`config.mk`:
```
export PLATFORM = sky130hd
export DESIGN_NAME = ipv4_dotted_decimal_parser
export DESIGN_NICKNAME = d
export VERILOG_FILES = /design/src/hdl/ipdp_pkg.sv /design/src/hdl/ipdp_parse.sv /design/src/hdl/ipdp_out_buf.sv /design/src/hdl/ipv4_dotted_decimal_parser.sv
export SDC_FILE = /design/constraint.sdc
export NUM_CORES = 1
export LEC_CHECK = 0
export CORE_MARGIN = 2
export CORE_UTILIZATION = 35
export DETAILED_ROUTE_END_ITERATION = 6
export DONT_BUFFER_PORTS = 1
export SYNTH_ARGS = -nofsm -noshare
export SYNTH_HDL_FRONTEND = slang
export SYNTH_SLANG_ARGS = --single-unit
export TNS_END_PERCENT = 1
```
`constraint.sdc`:
```
create_clock -name i_clk -period 2.8 [get_ports i_clk]
set_clock_uncertainty 0.2 [all_clocks]
set_input_delay 0.28 -clock i_clk [delete_from_list [all_inputs] [get_ports i_clk]]
set_output_delay 0.28 -clock i_clk [all_outputs]
set_load 0.01 [all_outputs]
```
`src/hdl/ipdp_pkg.sv`:
```
// Package for the dotted-decimal IPv4 parser.
// Holds the character codes, the status type and the result struct.
// No dependencies; used by every module of the parser.
package ipdp_pkg;

    localparam int CHAR_W = 8;
    localparam int OCTET_W = 8;
    localparam int ADDR_W = 32;
    localparam int STORED_W = 24;
    localparam int POS_W = 2;
    localparam int STATUS_W = 2;

    localparam logic [CHAR_W-1:0] CH_ZERO = 8'h30;
    localparam logic [CHAR_W-1:0] CH_NINE = 8'h39;
    localparam logic [CHAR_W-1:0] CH_DOT = 8'h2E;
    localparam logic [POS_W-1:0] POS_LAST = 2'd3;

    typedef enum logic [STATUS_W-1:0] {
        ST_OK       = 2'd0,
        ST_BAD_CHAR = 2'd1,
        ST_TOO_MANY = 2'd2
    } t_status;

    typedef struct packed {
        logic [ADDR_W-1:0] address;
        t_status           status;
    } t_result;

endpackage

```
`src/hdl/ipdp_parse.sv`:
```
// Parser state and per-character update for the dotted-decimal IPv4 parser.
// Computes the result of a string from the state when the end marker comes.
// Depends on ipdp_pkg.
module ipdp_parse (
    input  logic                          i_clk,
    input  logic                          i_rst_n,
    input  logic                          i_fire,
    input  logic [ipdp_pkg::CHAR_W-1:0]   i_char,
    input  logic                          i_eot,
    output ipdp_pkg::t_result             o_result
);

    logic [ipdp_pkg::OCTET_W-1:0]  r_acc, n_acc;
    logic [ipdp_pkg::POS_W-1:0]    r_pos, n_pos;
    logic [ipdp_pkg::STORED_W-1:0] r_stored, n_stored;
    ipdp_pkg::t_status             r_err, n_err;

    logic                          w_is_digit;
    logic [ipdp_pkg::OCTET_W-1:0]  w_digit;
    logic [ipdp_pkg::OCTET_W-1:0]  w_acc_next;
    logic [ipdp_pkg::ADDR_W-1:0]   w_acc_placed;

    assign w_is_digit = (i_char >= ipdp_pkg::CH_ZERO) && (i_char <= ipdp_pkg::CH_NINE);
    assign w_digit = i_char - ipdp_pkg::CH_ZERO;
    assign w_acc_next = (r_acc << 3) + (r_acc << 1) + w_digit;

    always_comb begin
        n_acc = r_acc;
        n_pos = r_pos;
        n_stored = r_stored;
        n_err = r_err;
        if (i_fire) begin
            if (i_eot) begin
                n_acc = '0;
                n_pos = '0;
                n_stored = '0;
                n_err = ipdp_pkg::ST_OK;
            end else if (r_err == ipdp_pkg::ST_OK) begin
                if (w_is_digit) begin
                    n_acc = w_acc_next;
                end else if (i_char == ipdp_pkg::CH_DOT) begin
                    if (r_pos == ipdp_pkg::POS_LAST) begin
                        n_err = ipdp_pkg::ST_TOO_MANY;
                    end else begin
                        case (r_pos)
                            2'd0:    n_stored[23:16] = r_stored[23:16] | r_acc;
                            2'd1:    n_stored[15:8] = r_stored[15:8] | r_acc;
                            default: n_stored[7:0] = r_stored[7:0] | r_acc;
                        endcase
                        n_pos = r_pos + 1'b1;
                        n_acc = '0;
                    end
                end else begin
                    n_err = ipdp_pkg::ST_BAD_CHAR;
                end
            end
        end
    end

    always_comb begin
        case (r_pos)
            2'd0:    w_acc_placed = {r_acc, 24'h0};
            2'd1:    w_acc_placed = {8'h0, r_acc, 16'h0};
            2'd2:    w_acc_placed = {16'h0, r_acc, 8'h0};
            default: w_acc_placed = {24'h0, r_acc};
        endcase
    end

    always_comb begin
        o_result.status = r_err;
        if (r_err == ipdp_pkg::ST_OK) begin
            o_result.address = {r_stored, 8'h0} | w_acc_placed;
        end else begin
            o_result.address = '0;
        end
    end

    always_ff @(posedge i_clk) begin
        if (!i_rst_n) begin
            r_acc <= '0;
            r_pos <= '0;
            r_stored <= '0;
            r_err <= ipdp_pkg::ST_OK;
        end else begin
            r_acc <= n_acc;
            r_pos <= n_pos;
            r_stored <= n_stored;
            r_err <= n_err;
        end
    end

    a_clear_after_end: assert property (@(posedge i_clk) disable iff (!i_rst_n)
        i_fire && i_eot |=> r_acc == '0 && r_pos == '0 && r_stored == '0
            && r_err == ipdp_pkg::ST_OK)
        else $error("Parser state not cleared after the end marker.");

    a_error_sticky: assert property (@(posedge i_clk) disable iff (!i_rst_n)
        r_err != ipdp_pkg::ST_OK && !(i_fire && i_eot) |=> r_err == $past(r_err)
            && r_acc == $past(r_acc) && r_stored == $past(r_stored))
        else $error("Parser state changed after an error.");

    a_error_zero_addr: assert property (@(posedge i_clk) disable iff (!i_rst_n)
        o_result.status != ipdp_pkg::ST_OK |-> o_result.address == '0)
        else $error("Nonzero address reported with an error status.");

endmodule

```
`src/hdl/ipdp_out_buf.sv`:
```
// Output register for the dotted-decimal IPv4 parser results.
// Holds one result until the downstream side takes it. Depends on ipdp_pkg.
module ipdp_out_buf (
    input  logic              i_clk,
    input  logic              i_rst_n,
    input  logic              i_load,
    input  ipdp_pkg::t_result i_result,
    output logic              o_free,
    output logic              o_valid,
    input  logic              i_ready,
    output ipdp_pkg::t_result o_result
);

    logic              r_vld;
    ipdp_pkg::t_result r_res;

    assign o_free = !r_vld || i_ready;
    assign o_valid = r_vld;
    assign o_result = r_res;

    always_ff @(posedge i_clk) begin
        if (!i_rst_n) begin
            r_vld <= 1'b0;
        end else if (i_load) begin
            r_vld <= 1'b1;
        end else if (i_ready) begin
            r_vld <= 1'b0;
        end
    end

    always_ff @(posedge i_clk) begin
        if (i_load) begin
            r_res <= i_result;
        end
    end

    a_no_overwrite: assert property (@(posedge i_clk) disable iff (!i_rst_n)
        r_vld && !i_ready |-> !i_load)
        else $error("Pending result overwritten.");

endmodule

```
`src/hdl/ipv4_dotted_decimal_parser.sv`:
```
// Top level of the dotted-decimal IPv4 parser: input register, parser, result register.
// Depends on ipdp_pkg, ipdp_parse and ipdp_out_buf.
// A result is loaded into the result register when its end-marker item leaves the input register.
// Throughput: one item per cycle; an end-marker item waits in the input register
// while an untaken result is held, and input ready then follows output ready.
// Reset (synchronous, active low) empties both registers and clears the parser.
module ipv4_dotted_decimal_parser (
    input  logic                                  i_clk,
    input  logic                                  i_rst_n,
    input  logic                                  i_s_tvalid,
    output logic                                  o_s_tready,
    input  logic [ipdp_pkg::CHAR_W-1:0]           i_s_tdata,  // [7:0] character
    input  logic                                  i_s_tlast,  // end_of_text
    output logic                                  o_m_tvalid,
    input  logic                                  i_m_tready,
    output logic [ipdp_pkg::ADDR_W-1:0]           o_m_tdata,  // [31:0] address
    output logic [ipdp_pkg::STATUS_W-1:0]         o_m_tuser   // [1:0] status
);

    logic                          r_in_vld;
    logic [ipdp_pkg::CHAR_W-1:0]   r_in_char;
    logic                          r_in_eot;
    logic                          w_out_free;
    logic                          w_advance;
    ipdp_pkg::t_result             w_result;
    ipdp_pkg::t_result             w_out_result;

    assign w_advance = r_in_vld && (!r_in_eot || w_out_free);
    assign o_s_tready = !r_in_vld || w_advance;

    always_ff @(posedge i_clk) begin
        if (!i_rst_n) begin
            r_in_vld <= 1'b0;
        end else if (o_s_tready) begin
            r_in_vld <= i_s_tvalid;
        end
    end

    always_ff @(posedge i_clk) begin
        if (i_s_tvalid && o_s_tready) begin
            r_in_char <= i_s_tdata;
            r_in_eot <= i_s_tlast;
        end
    end

    ipdp_parse u_parse (
        .i_clk    (i_clk),
        .i_rst_n  (i_rst_n),
        .i_fire   (w_advance),
        .i_char   (r_in_char),
        .i_eot    (r_in_eot),
        .o_result (w_result)
    );

    ipdp_out_buf u_out_buf (
        .i_clk    (i_clk),
        .i_rst_n  (i_rst_n),
        .i_load   (w_advance && r_in_eot),
        .i_result (w_result),
        .o_free   (w_out_free),
        .o_valid  (o_m_tvalid),
        .i_ready  (i_m_tready),
        .o_result (w_out_result)
    );

    assign o_m_tdata = w_out_result.address;
    assign o_m_tuser = w_out_result.status;

endmodule
```
### Word level (Yosys, flattened, before mapping)

Cells that the tools add are included.

* flip-flop bits (word level): 81
* bits of input ports: 13
* output and inout port bits: 36
* logic and storage cells: 82

* add/sub/neg operators: 4
* $lt $le $gt $ge: 2
* equal/unequal tests: 9
* mux-type cells: 26
* bitwise operators: 4
* reductions and logical operators: 25

Operator list (number)
* $mux W24: 5
* $pmux W32 S3: 1
* $mux W8: 8
* $or A32 B32 Y32: 1
* $or A8 B8 Y8: 3
* $mux W2: 10
* $reduce_and A6 Y1: 3
* $add A8 B8 Y8: 2
* $reduce_bool A2 Y1: 5
* $eq A8 B6 Y1 const B: 1
* $ge A8 B6 Y1 const B: 1
* $le A8 B6 Y1 const B: 1
* $reduce_and A4 Y1: 2
* $sub A8 B6 Y8 const B: 1
* $reduce_and A5 Y1: 1
* $eq A2 B2 Y1 const B: 2
* $logic_and A1 B1 Y1: 4
* $logic_not A2 Y1: 2
* $ne A2 B2 Y1 const B: 2
* $logic_not A1 Y1: 3
* $logic_or A1 B1 Y1: 3
* $ne A3 B2 Y1 const B: 1
* $ne A3 B3 Y1 const B: 1
* $reduce_bool A3 Y1: 1
* 5 further kinds: 6

### Logic depth before layout (Yosys ltp)

Gate-level depths: netlist of the first run.

* word-level depth: 8
* depth in mapped cells: 12
* mapped depth without buffers: 11

### Hierarchy

From an unflattened synthesis of the first run, not the netlist that was laid out.

* cell total of the unflattened synthesis: 319
* area, all modules: 3528.4 sq um

By module, submodules not included
* ipdp_parse: instances 1, cells each 264, area each 2105.8 sq um, sequential area each 720.7 sq um
* ipdp_out_buf: instances 1, cells each 38, area each 1069.8 sq um, sequential area each 1041.0 sq um
* ipv4_dotted_decimal_parser: instances 1, cells each 17, area each 352.8 sq um, sequential area each 290.3 sq um

### Worst setup path after synthesis of the first run

No wires, ideal clock.

* path type: register to register
* start: reg u_parse.r_acc[0] in the netlist's numbering
* end: reg u_parse.r_acc[7] in the netlist's numbering
* setup time: 0.101 ns
* arrival: 2.676 ns
* required time: 2.499 ns
* slack: -0.177 ns
* stages on the path, launching flop included: 13
* path buffers: 1
* period minus slack after synthesis: 2.977 ns
* path through: dfxtp_1 -> clkbuf_1 -> inv_1 -> fa_1 -> inv_1 -> ha_1 -> ha_1 -> fa_1 -> a21o_1 -> a21oi_1 -> and4_1 -> a32oi_1 -> o41ai_1

* cells in the longest elaborated chain, start to end: 5

RTL lines
* start: declaration: RTL line ipdp_parse.sv:13 `logic [ipdp_pkg::OCTET_W-1:0] r_acc, n_acc;`
* start signal: assignment: RTL line ipdp_parse.sv:85 `r_acc <= n_acc;`
* $add A8 B8 Y8 (2 in a row): RTL line ipdp_parse.sv:25 `assign w_acc_next = (r_acc << 3) + (r_acc << 1) + w_digit;`
* $mux W8: RTL line ipdp_parse.sv:39 `if (w_is_digit) begin`
* $mux W8: RTL line ipdp_parse.sv:38 `end else if (r_err == ipdp_pkg::ST_OK) begin`
* $mux W8: RTL line ipdp_parse.sv:33 `if (i_eot) begin`

No other way between the ends. The select of a mux whose other input is x is not followed.
A chain may end at the register's enable or synchronous reset.

### Worst setup path after layout of the first run

* start: reg u_parse.r_acc[2] in the netlist's numbering
* end: reg u_parse.r_acc[7] in the netlist's numbering

Same word-level chain as after synthesis.

==> metrics.md, run 1 <==
| Metric | Value |
|---|---|
| Status | `complete, no violations` |
| WL final | `between 7 and 8 mm` |
| Maximum fanout along the worst path | `2` |
| Max Clk Rate | `370 MHz` |
| IO Count | `49` |
| Worst VDD drop | `0.198 mV` |
| Max H-tree Level | `3` |
| Syn avg cell area | `between 10 and 15 µm²` |
| Critical Path RT | `2.86 ns` |
| Worst reg2reg startpoint | `u_parse.r_acc[2]` |
| Final worst-path cycle share | `between 90% and 100%` |
| Core Area | `9770 µm²` |
| Total number of vias | `2,449` |
| IO buf count | `0` |
| GRT Resource Usage Total | `between 10% and 20%` |
| Max clock buf depth | `2` |
| Initial Util | `a little over a third` |
| FF+latch count, synth | `81` |
| Max Cap Violations | `0` |
| Clock Root Buffer | `clkbuf_8` |
| Seq/Total Area, Yosys | `between 50% and 60%` |
| Non-Filler Instances | `482` |
| First-pass GRT wire length | `12.3 mm` |
| CTS Buf Count | `9` |
| # DRC | `0` |
| Asr flop ratio synth | `0%` |
| Width of the die | `between 100 and 150 µm` |
| R2R depth | `11` |
| Die ar. | `~11,000 µm²` |
| Rel. slew slack | `between 50% and 60%` |
| Multi-input gate area | `~1300 µm²` |
| Tmin final | `2.71 ns` |
| Clock sinks | `81` |
| Layout cells sized above 1 | `about an eighth` |
| Utilization after layout | `41.7%` |
| Layout net count | `between 300 and 400` |
| Clock transition at path regs | `around 0.08 ns` |
| Post-route ant nets | `0` |
| Largest net degree at the start of global routing | `35` |
| Vias in the first global route | `~2,400` |
| CP endpoint kind | `flop` |
| Reg2reg setup slack | `0.09 ns` |
| Critical Path End | `u_parse.r_acc[7]` |
| Synth warn | `0` |
| Initial antenna violation count | `0` |
| Cell Area, Synth | `between 3000 and 4000 µm²` |
| PwrDens | `about 580 nW/µm²` |
| RR Endpoint | `u_parse.r_acc[7]` |
| RePlAce Congestion | `approximately 0.84` |
| Via density per instance | `about 5.1` |
| Startpoint types | `flop` |
| Final Hold Viols | `0` |
| Pins Over Slew Limit | `0` |
| WL per Instance | `15.7 µm` |
| Row count | `36` |
| Antenna diodes | `0` |
| Worst min path class | `input port to flop` |
| Clk_lat worst skew | `0.36 ns` |
| Post-synth EDFFs | `43` |
| Post-Syn Nets | `365` |
| Register Area | `2050 µm²` |
| Setup violators final | `0` |
| Setup_tns | `0 ns` |
| Hold_ws | `0.0207 ns` |
| Total grt overflow | `0` |
| Die Ht | `104 µm` |
| Initial DRC count | `124` |
| M1 WL | `roughly 3.4 mm` |
| WL met3 | `311 µm` |
| Mapped Cells | `331` |
| DR top layer | `met4` |
| Worst Tran Pin Value | `between 0.6 and 0.7 ns` |
| Worst path arrival time | `2.76 ns` |
| Fillers | `946` |
| CTS tree | `built` |
| Synth-to-layout area growth | `15.5%` |
| WL met2 | `about 3.6 mm` |
| Library cells used by synthesis | `40` |
| Dpl cells | `between 400 and 500` |
| WS Path Type | `flop to flop` |
| Crit path from | `u_parse.r_acc[2]` |
| Hpwl dp | `5.00 mm` |
| Top_reg_cell synth | `edfxtp_1` |
| Drt pass-1 iters | `4` |
| Leak Pwr | `around 1.6 nW` |
==> worst min-delay path by stage <==
stage	endpoint	slack, ns	from	depth (start not counted)
after global placement	r_in_char[7]	0.18	i_s_tdata[7]	0
after floorplan	r_in_char[0]	0.18	i_s_tdata[0]	0
after CTS	r_in_vld	0.02	i_m_tready	3
after global routing	u_parse.r_acc[7]	0.02	i_rst_n	3
final	u_parse.r_acc[7]	0.02	i_rst_n	3
after detailed placement	r_in_char[7]	0.18	i_s_tdata[7]	0
==> cell usage in the layout (no fill, tap or decap), drive strengths merged, types with 2 or more instances in the layout <==
master and count:
clkbuf 10, a21oi 38, fa 5, bufinv 2
dlygate4sd3 12, o31ai 3, and3 9, buf 14
dfxtp 38, a21o 3, nand2b 2, a31oi 26
nand2 12, nor2 53, o21ai 2, inv 22
xnor2 4, nor2b 3, nor3 4, ha 16
edfxtp 43, nand3 9, xor2 2
==> sequential cells by signal, indices dropped and copies added, names as in the netlist <==
| signal | cells |
|---|---|
| u_out_buf.o_result | 34 |
| u_parse.r_stored | 24 |
| r_in_char | 8 |
| u_parse.r_acc | 8 |
| u_parse.r_err | 2 |
| u_parse.r_pos | 2 |
| r_in_eot | 1 |
| r_in_vld | 1 |
| u_out_buf.o_valid | 1 |
==> cells in the mapped netlist (all sizes together) (2+ instances only) <==
library cell  instances  area share [%]
clkbuf               16             1.7
nor2b                 3            0.53
dfxtp                38              22
nor2                 53             5.6
nand3                 9             1.3
inv                  20             2.1
xnor2                 4            0.99
nor3                  4            0.71
o31ai                 3            0.64
xor2                  2            0.50
a21oi                38             5.4
edfxtp               43              37
a21o                  3            0.64
nand2b                2            0.35
a31oi                26             4.6
buf                   8             1.3
nand2                12             1.3
ha                   16             5.7
and3                  9             1.6
fa                    5             2.8
o21ai                 2            0.28
==> metrics by stage <==
| step | worst slack [ns] | area (µm²) | power, mW |
|---|---|---|---|
| final | 0.0941 | 4080 | 2.37 |
| after global routing | -0.0228 | 4080 | 2.45 |
| after CTS | 0.00797 | 4060 | 2.38 |
| after detailed placement | -0.0676 | 3690 | 1.41 |
| after global placement | 0.0245 | 3690 | 1.41 |
| after floorplan | 0.00289 | 3560 | 1.38 |
==> where the power goes <==
| group | leakage (nW) | switching (mW) | internal, mW |
|---|---|---|---|
| combinational | 0.725 | 0.0684 | 0.0420 |
| clock | 0.111 | 0.437 | 0.530 |
| sequential | 0.718 | 0.0214 | 1.27 |
| total | 1.55 | 0.527 | 1.84 |
==> worst max-delay path, cell delays in order, from the launching register on <==
cell and delay (ns):
dfxtp_1 0.34, inv_1 0.06, fa_1 0.55, inv_2 0.05, ha_4 0.24, ha_4 0.16
fa_2 0.35, a21o_1 0.17, a21oi_2 0.15, and4_1 0.21, a32oi_1 0.06, o41ai_1 0.08
==> final cells by class <==
| cell class | count | area share (%) |
|---|---|---|
| clock buffer | 10 | 3.37 |
| multi-input combinational | 206 | 32.7 |
| inverter | 20 | 1.84 |
| tap | 133 | 4.08 |
| timing repair buffer | 26 | 5.52 |
| clock inverter | 6 | 2.18 |
| sequential | 81 | 50.3 |
==> cells by family after synthesis <==
family          after synthesis  share of synthesized area [%]
buf+inv                      44                           5.10
xor+xnor                      6                           1.49
fa+ha+maj                    21                           8.50
compound gates               77                           12.7
flops                        81                           58.1
simple gates                102                           14.1
==> routing by layer <==
| metal | vias to the layer above | global-route usage, % |
|---|---|---|
| met3 | 17 | 2.69 |
| met4 | 0 | 6.85 |
| met5 | - | 0 |
| met2 | 81 | 23.5 |
| li1 | 1195 | - |
| met1 | 1156 | 18.1 |
==> repair_timing <==
action | in CTS | in global routing
endpoints found under the hold margin | 14 | 0
gates resized for setup | 2 | 5
setup endpoints to repair | 1 | 2
pin swaps | 5 | 5
setup buffers | 2 | 0
hold buffers | 12 | 0
(Power assumes the default switching activity.)
==> run 2, diff against run 1 <==
CELL_PAD_IN_SITES_DETAIL_PLACEMENT = 1   (was not set)
CELL_PAD_IN_SITES_GLOBAL_PLACEMENT = 2   (was not set)
PLACE_DENSITY_LB_ADDON = 0.1   (was not set)
==> run 2 against run 1 <==
Net effect: total power fell by 6.5%; register-to-register slack lost 0.03 ns; first-iteration DRC count decreased by 35%; non-clock buffer count up 7; cell area increased by 0.18%; global-route usage increased by 2.6 points; worst setup slack worse by 0.030 ns; critical path type unchanged; largest cell class unchanged; highest routed layer unchanged.
==> metrics.md, run 2 (same netlist as run 1, synthesis figures left out) <==
| Metric | Value |
|---|---|
| Status | `complete, no violations` |
| Max incr delay on CP | `between 0.4 and 0.5 ns` |
| Layout net count | `around 390` |
| Core Area | `about 10000 µm²` |
| Initial DRC count | `80` |
| Hpwl dp | `5.71 mm` |
| Max H-tree Level | `3` |
| Layout cells sized above 1 | `approximately 14%` |
| CTS Buf Count | `9` |
| Max Clk Rate | `~370 MHz` |
| Initial Util | `a little over a third` |
| Final setup margin | `~0.064 ns` |
| Startpoint types | `flop` |
| Hold_ws | `0.00296 ns` |
| CP endpoint kind | `flop` |
| IO Count | `49` |
| Initial antenna violation count | `0` |
| Via density per instance | `~5.1` |
| Clock sinks | `81` |
| Critical Path RT | `2.86 ns` |
| Rel. slew slack | `just under 60%` |
| Setup violators final | `0` |
| IO buf count | `0` |
| Largest net degree at the start of global routing | `35` |
| Most common cell after layout, fill and taps aside | `nor2_1` |
| Final worst-path cycle share | `just under 100%` |
| RePlAce Congestion | `around 0.82` |
| Max reg flops | `34` |
| Total grt overflow | `0` |
| Leak Pwr | `between 1.5 and 2 nW` |
| Final Hold Viols | `0` |
| Clk_lat worst skew | `roughly 0.37 ns` |
| Post-route ant nets | `0` |
| Worst min path class | `input port to flop` |
| Worst path arrival time | `~2.8 ns` |
| Total number of vias | `2,501` |
| First-pass GRT wire length | `between 10 and 15 mm` |
| Synth-to-layout area growth | `15.7%` |
| Pre-CTS setup slack | `-0.101 ns` |
| WL final | `8.60 mm` |
| Total power | `between 2 and 2.5 mW` |
| CTS tree | `built` |
| Most frequent cells in the layout | `nor2_1, edfxtp_1, dfxtp_1, a21oi_1, a31oi_1` |
| Top delay family on crit path | `adder cells` |
| Buf/Inv on CP | `2` |
| Setup_tns | `0 ns` |
| Antenna diodes | `0` |
| PwrDens | `roughly 540 nW/µm²` |
| Row count | `36` |
| Fillers | `roughly 1,100` |
| Maximum fanout along the worst path | `2` |
| WL per Instance | `17.6 µm` |
| Clock Root Buffer | `clkbuf_8` |
| # DRC | `0` |
| Critical path's slowest cell | `fa_1` |
| Critical-path cell list | `inv_1 -> fa_2 -> inv_1 -> fa_1 -> fa_2 -> a21o_1 -> a21oi_2 -> and4_1 -> a32oi_1 -> o41ai_1` |
| Width of the die | `approximately 100 µm` |
| Max clock buf depth | `2` |
| Max Cap Violations | `0` |
| Clock transition at path regs | `0.09 ns` |
| Vias in the first global route | `2,703` |
| WS Path Type | `flop to flop` |
| Pins Over Slew Limit | `0` |
| Drt pass-1 iters | `4` |
| Die Ht | `104 µm` |
| Worst Tran Pin Value | `between 0.6 and 0.7 ns` |
| Tmin final | `about 2.7 ns` |
| GRT Resource Usage Total | `16.9%` |
| Die ar. | `approximately 11,000 µm²` |
| Worst VDD drop | `roughly 0.22 mV` |
## run 2: cell count changes in the layout (fill, tap and decap cells not counted)
cell        previous run  this run
buf_4                 14        21
bufinv_16              2         0
clkinvlp_4             1         3
a21oi_1               37        36
a21oi_2                1         2
clkbuf_8              10         9
clkinv_1               1         0
clkinv_2               0         1
inv_1                 17        18
inv_2                  3         2
inv_6                  2         3
## run 2: path summary, 6_finish.rpt
path                   startpoint                    to  slack, ns  cells after the start
max              u_parse.r_acc[2]      u_parse.r_acc[7]       0.06                     10
min                       i_rst_n      u_parse.r_acc[7]      0.003                      3
max reg2reg      u_parse.r_acc[2]      u_parse.r_acc[7]       0.06                     10
min reg2reg  u_parse.r_stored[16]  u_parse.r_stored[16]       0.27                      2
## run 2: worst reg2reg max path: stages (launching register included)
cell and delay, ns:
dfxtp_1 0.34, inv_1 0.06, fa_2 0.38, inv_1 0.07, fa_1 0.47, fa_2 0.43
a21o_1 0.18, a21oi_2 0.15, and4_1 0.20, a32oi_1 0.05, o41ai_1 0.09
## run 2: power breakdown
group	total (mW)	internal, mW	switching [mW]
clock network	0.805	0.329	0.476
logic	0.121	0.0461	0.0748
registers	1.29	1.27	0.0192
## run 2: layer usage
metal  vias to the layer above  global-route usage, %  routed length, µm
met5                         -                      0                  0
met4                         0                   7.24                201
met3                        16                   3.88                239
met2                        49                   29.6               4320
met1                      1229                   19.8               3830
li1                       1207                      -                  -
## run 2: layout make-up
| cell class | instances | area [µm²] | share of cell area [%] |
|---|---|---|---|
| clock buffers | 9 | 124 | 3.03 |
| clock inverters | 7 | 53.8 | 1.32 |
| repair buffers | 33 | 278 | 6.80 |
| flip-flops and latches | 81 | 2050 | 50.2 |
| inverters | 20 | 75.1 | 1.84 |
| multi-input cells | 206 | 1340 | 32.8 |
| well taps | 133 | 166 | 4.07 |
## run 2: per-stage QoR
stage | area, µm² | cells | util [%]
2_1_floorplan | 3560 | 331 | -
3_3_place_gp | 3730 | 457 | 38.1
3_5_place_dp | 3730 | 457 | 38.1
4_1_cts | 4070 | 487 | 41.6
5_1_grt | 4090 | 489 | 41.8
6_report | 4090 | 489 | 41.8
## run 2: what timing repair did
action	CTS	global route
setup buffers	2	2
setup endpoints to repair	1	2
pin swaps	5	6
gates resized for setup	5	2
hold endpoints to repair	15	0
hold buffers	12	0
==> run 3, diff against run 2 <==
ABC_AREA = 1   (was not set)
==> run 3 against run 2 <==
Net effect: core utilization shrank 1.5 points; sequential power is essentially flat; cell area grew 6.9%; area after synthesis grew 9.6%; highest routed layer unchanged.
==> metrics.md, run 3 <==
| Metric | Value |
|---|---|
| Most common cell after layout, fill and taps aside | `inv_1` |
| Synth Area in Simple Gates | `17.6%` |
| Largest family of logic cells by synthesized area | `simple AND/OR/NAND/NOR gates` |
| Hpwl dp | `roughly 6.4 mm` |
| Core Area | `roughly 11,000 µm²` |
| Seq/Total Area, Yosys | `53.0%` |
| Clock share of power | `approximately a third` |
| # DRC | `0` |
| Final worst-path cycle share | `between 90% and 100%` |
| CTS tree | `built` |
| Most frequent cells in the layout | `inv_1, nand2_1, nand3_1, edfxtp_1, dfxtp_1` |
| Clock sinks | `81` |
| Count leader, synth | `inv_1` |
| Max Cap Violations | `0` |
| FF+latch count, synth | `just over 80` |
| Leak Pwr | `approximately 1.7 nW` |
| Buf/Inv on CP | `3` |
| Internal Pwr Total | `1.78 mW` |
| Die Ht | `approximately 110 µm` |
| Mapped Cells | `approximately 400` |
| XOR/XNOR Fraction of Synth Area | `0.226%` |
| Syn avg cell area | `around 9.4 µm²` |
| Synth-to-layout area growth | `12.8%` |
| Synth Area in Adders | `7.75%` |
| Rel. slew slack | `between 60% and 70%` |
| Vias in the first global route | `~2,800` |
| CP endpoint kind | `flop` |
| CTS Buf Count | `9` |
| Post-synth top area cell | `edfxtp_1` |
| WL per Instance | `16.5 µm` |
| Sw power | `around 0.68 mW` |
| Via density per instance | `about 4.9` |
| Worst path arrival time | `2.77 ns` |
| Clock Root Buffer | `clkbuf_8` |
| Pins Over Slew Limit | `0` |
| Maximum fanout along the worst path | `3` |
| Complex-gate fraction of the synthesized area | `~11%` |
| Initial Util | `roughly 36%` |
| Max clock buf depth | `2` |
| Synth warn | `0` |
| Post-route ant nets | `0` |
| Sequential share of power | `between 50% and 60%` |
| Design area | `around 4400 µm²` |
| Largest net degree at the start of global routing | `36` |
| Die ar. | `between 10,000 and 15,000 µm²` |
| GRT Resource Usage Total | `around 17%` |
| Initial DRC count | `between 70 and 80` |
| Placement Cell Area | `around 4000 µm²` |
| Clk_lat worst skew | `roughly 0.37 ns` |
| Critical path's slowest cell | `fa_2` |
| Library cells used by synthesis | `28` |
| Width of the die | `roughly 110 µm` |
| IO buf count | `0` |
| Multiplexer area fraction after synthesis | `0%` |
| Worst min path class | `input port to flop` |
| Hold_ws | `approximately 0.046 ns` |
| Max reg flops | `34` |
| Tmin final | `around 2.7 ns` |
| Post-synth top cells | `inv_1, nand2_1, nand3_1, edfxtp_1, dfxtp_1` |
| PwrDens | `~560 nW/µm²` |
| Row count | `38` |
| Initial antenna violation count | `0` |
| WL final | `between 9 and 10 mm` |
| Most used cell, CP | `nand2_1` |
| Antenna diodes | `0` |
| Critical-path cell list | `inv_2 -> fa_2 -> inv_2 -> ha_4 -> ha_4 -> fa_2 -> buf_4 -> xor2_1 -> nand2_1 -> nand2_1 -> nand2_1 -> nor2_1` |
| Worst VDD drop | `roughly 0.22 mV` |
| RePlAce Congestion | `approximately 0.77` |
| Layout net count | `456` |
| Logic pwr share | `between 10% and 20%` |
| Worst Tran Pin Value | `~0.54 ns` |
| First-pass GRT wire length | `between 10 and 15 mm` |
| Critical Path RT | `just under 3 ns` |
| Clock transition at path regs | `0.08 ns` |
| Startpoint types | `flop` |
| Post-Syn Nets | `approximately 450` |
| Net Sw Frac | `between 20% and 30%` |
| Max Clk Rate | `375 MHz` |
| Synth top area share | `between 30% and 40%` |
| IO Count | `49` |
| Top delay family on crit path | `adder cells` |
| WS Path Type | `flop to flop` |
| Top cells by area, synth | `edfxtp_1, dfxtp_1, nand3_1` |
| Cell Area, Synth | `~3900 µm²` |
| Layout cells sized above 1 | `16.2%` |
| Max incr delay on CP | `between 0.5 and 0.6 ns` |
| Total grt overflow | `0` |
| Post-synth EDFFs | `43` |
| Fillers | `1,241` |
| Utilization after layout | `a little over 40%` |
| Status | `complete, no violations` |
| Final Hold Viols | `0` |
| Max H-tree Level | `3` |
| Drt pass-1 iters | `4` |
| Asr flop ratio synth | `0%` |
| Top_reg_cell synth | `edfxtp_1` |
| Total number of vias | `2,768` |
| Setup violators final | `0` |
run 3: cell types whose count changed in the layout (fill, tap and decap cells not counted), sizes merged, moves of 9 or more:
| cell | change |
|---|---|
| nor2 | -21 |
| a31oi | -18 |
| a21oi | +12 |
| and3 | -9 |
| nand2 | +45 |
| nand3 | +42 |
| inv | +50 |
| buf | -11 |
run 3: timing repair:
action | CTS | global route
setup endpoints to repair | 1 | 1
pin swaps | 0 | 6
buffers inserted | 0 | 2
resized for setup | 1 | 12
hold buffers | 11 | 0
hold endpoints to repair | 22 | 0
run 3: through the flow:
step	TNS [ns]	instances	power [mW]	setup WS (ns)
floorplan	0	412	1.52	0.0881
global placement	0	538	1.59	0.0844
detailed placement	-0.0270	538	1.59	-0.0270
CTS	0	565	2.46	0.00776
global route	-0.00598	567	2.57	-0.00598
finish	0	567	2.46	0.136
run 3: path summary, 6_finish.rpt:
path                        start                   end  slack (ns)  depth (start not counted)
min reg2reg  u_parse.r_stored[21]  u_parse.r_stored[21]        0.26                          2
max                  r_in_char[3]      u_parse.r_acc[5]        0.14                         12
max reg2reg          r_in_char[3]      u_parse.r_acc[5]        0.14                         12
min                    i_m_tready     u_out_buf.o_valid        0.05                          5
run 3: worst min-delay path, delay by kind of cell:
kind / cells / cell delay [ns]
AO/OA/AOI/OAI: 1 / 0.08
buffers and inverters: 3 / 0.17
AND/OR/NAND/NOR: 1 / 0.05
run 3: power groups by stage:
stage	Combinational, mW	Clock (mW)	Sequential, mW
6_report	0.297	0.859	1.31
2_1_floorplan	0.196	0	1.33
4_1_cts	0.274	0.878	1.31
3_3_place_gp	0.253	0	1.34
3_5_place_dp	0.258	0	1.34
5_1_grt	0.331	0.928	1.31
run 3: area by class of cell:
| cell class | count | area (µm²) | share of cell area [%] |
|---|---|---|---|
| flip-flops and latches | 81 | 2050 | 47.0 |
| clock buffers | 11 | 163 | 3.72 |
| well taps | 140 | 175 | 4.01 |
| repair buffers | 21 | 185 | 4.24 |
| inverters | 73 | 277 | 6.33 |
| multi-input cells | 236 | 1480 | 34.0 |
| clock inverters | 5 | 35.0 | 0.802 |
run 3: per-layer routing:
metal	track usage [%]	routed length [µm]	share of wire [%]
met1	22.1	4540	48
met4	5.97	133	1.4
met3	3.65	318	3.4
met2	26.4	4380	47
met5	0	0	0
run 3: cells by family after synthesis:
kind of cell | count (synthesis)
AO/OA/AOI/OAI | 66
adder cells (fa/ha/maj) | 21
XOR/XNOR | 1
AND/OR/NAND/NOR | 148
flip-flops | 81
buffers and inverters | 95
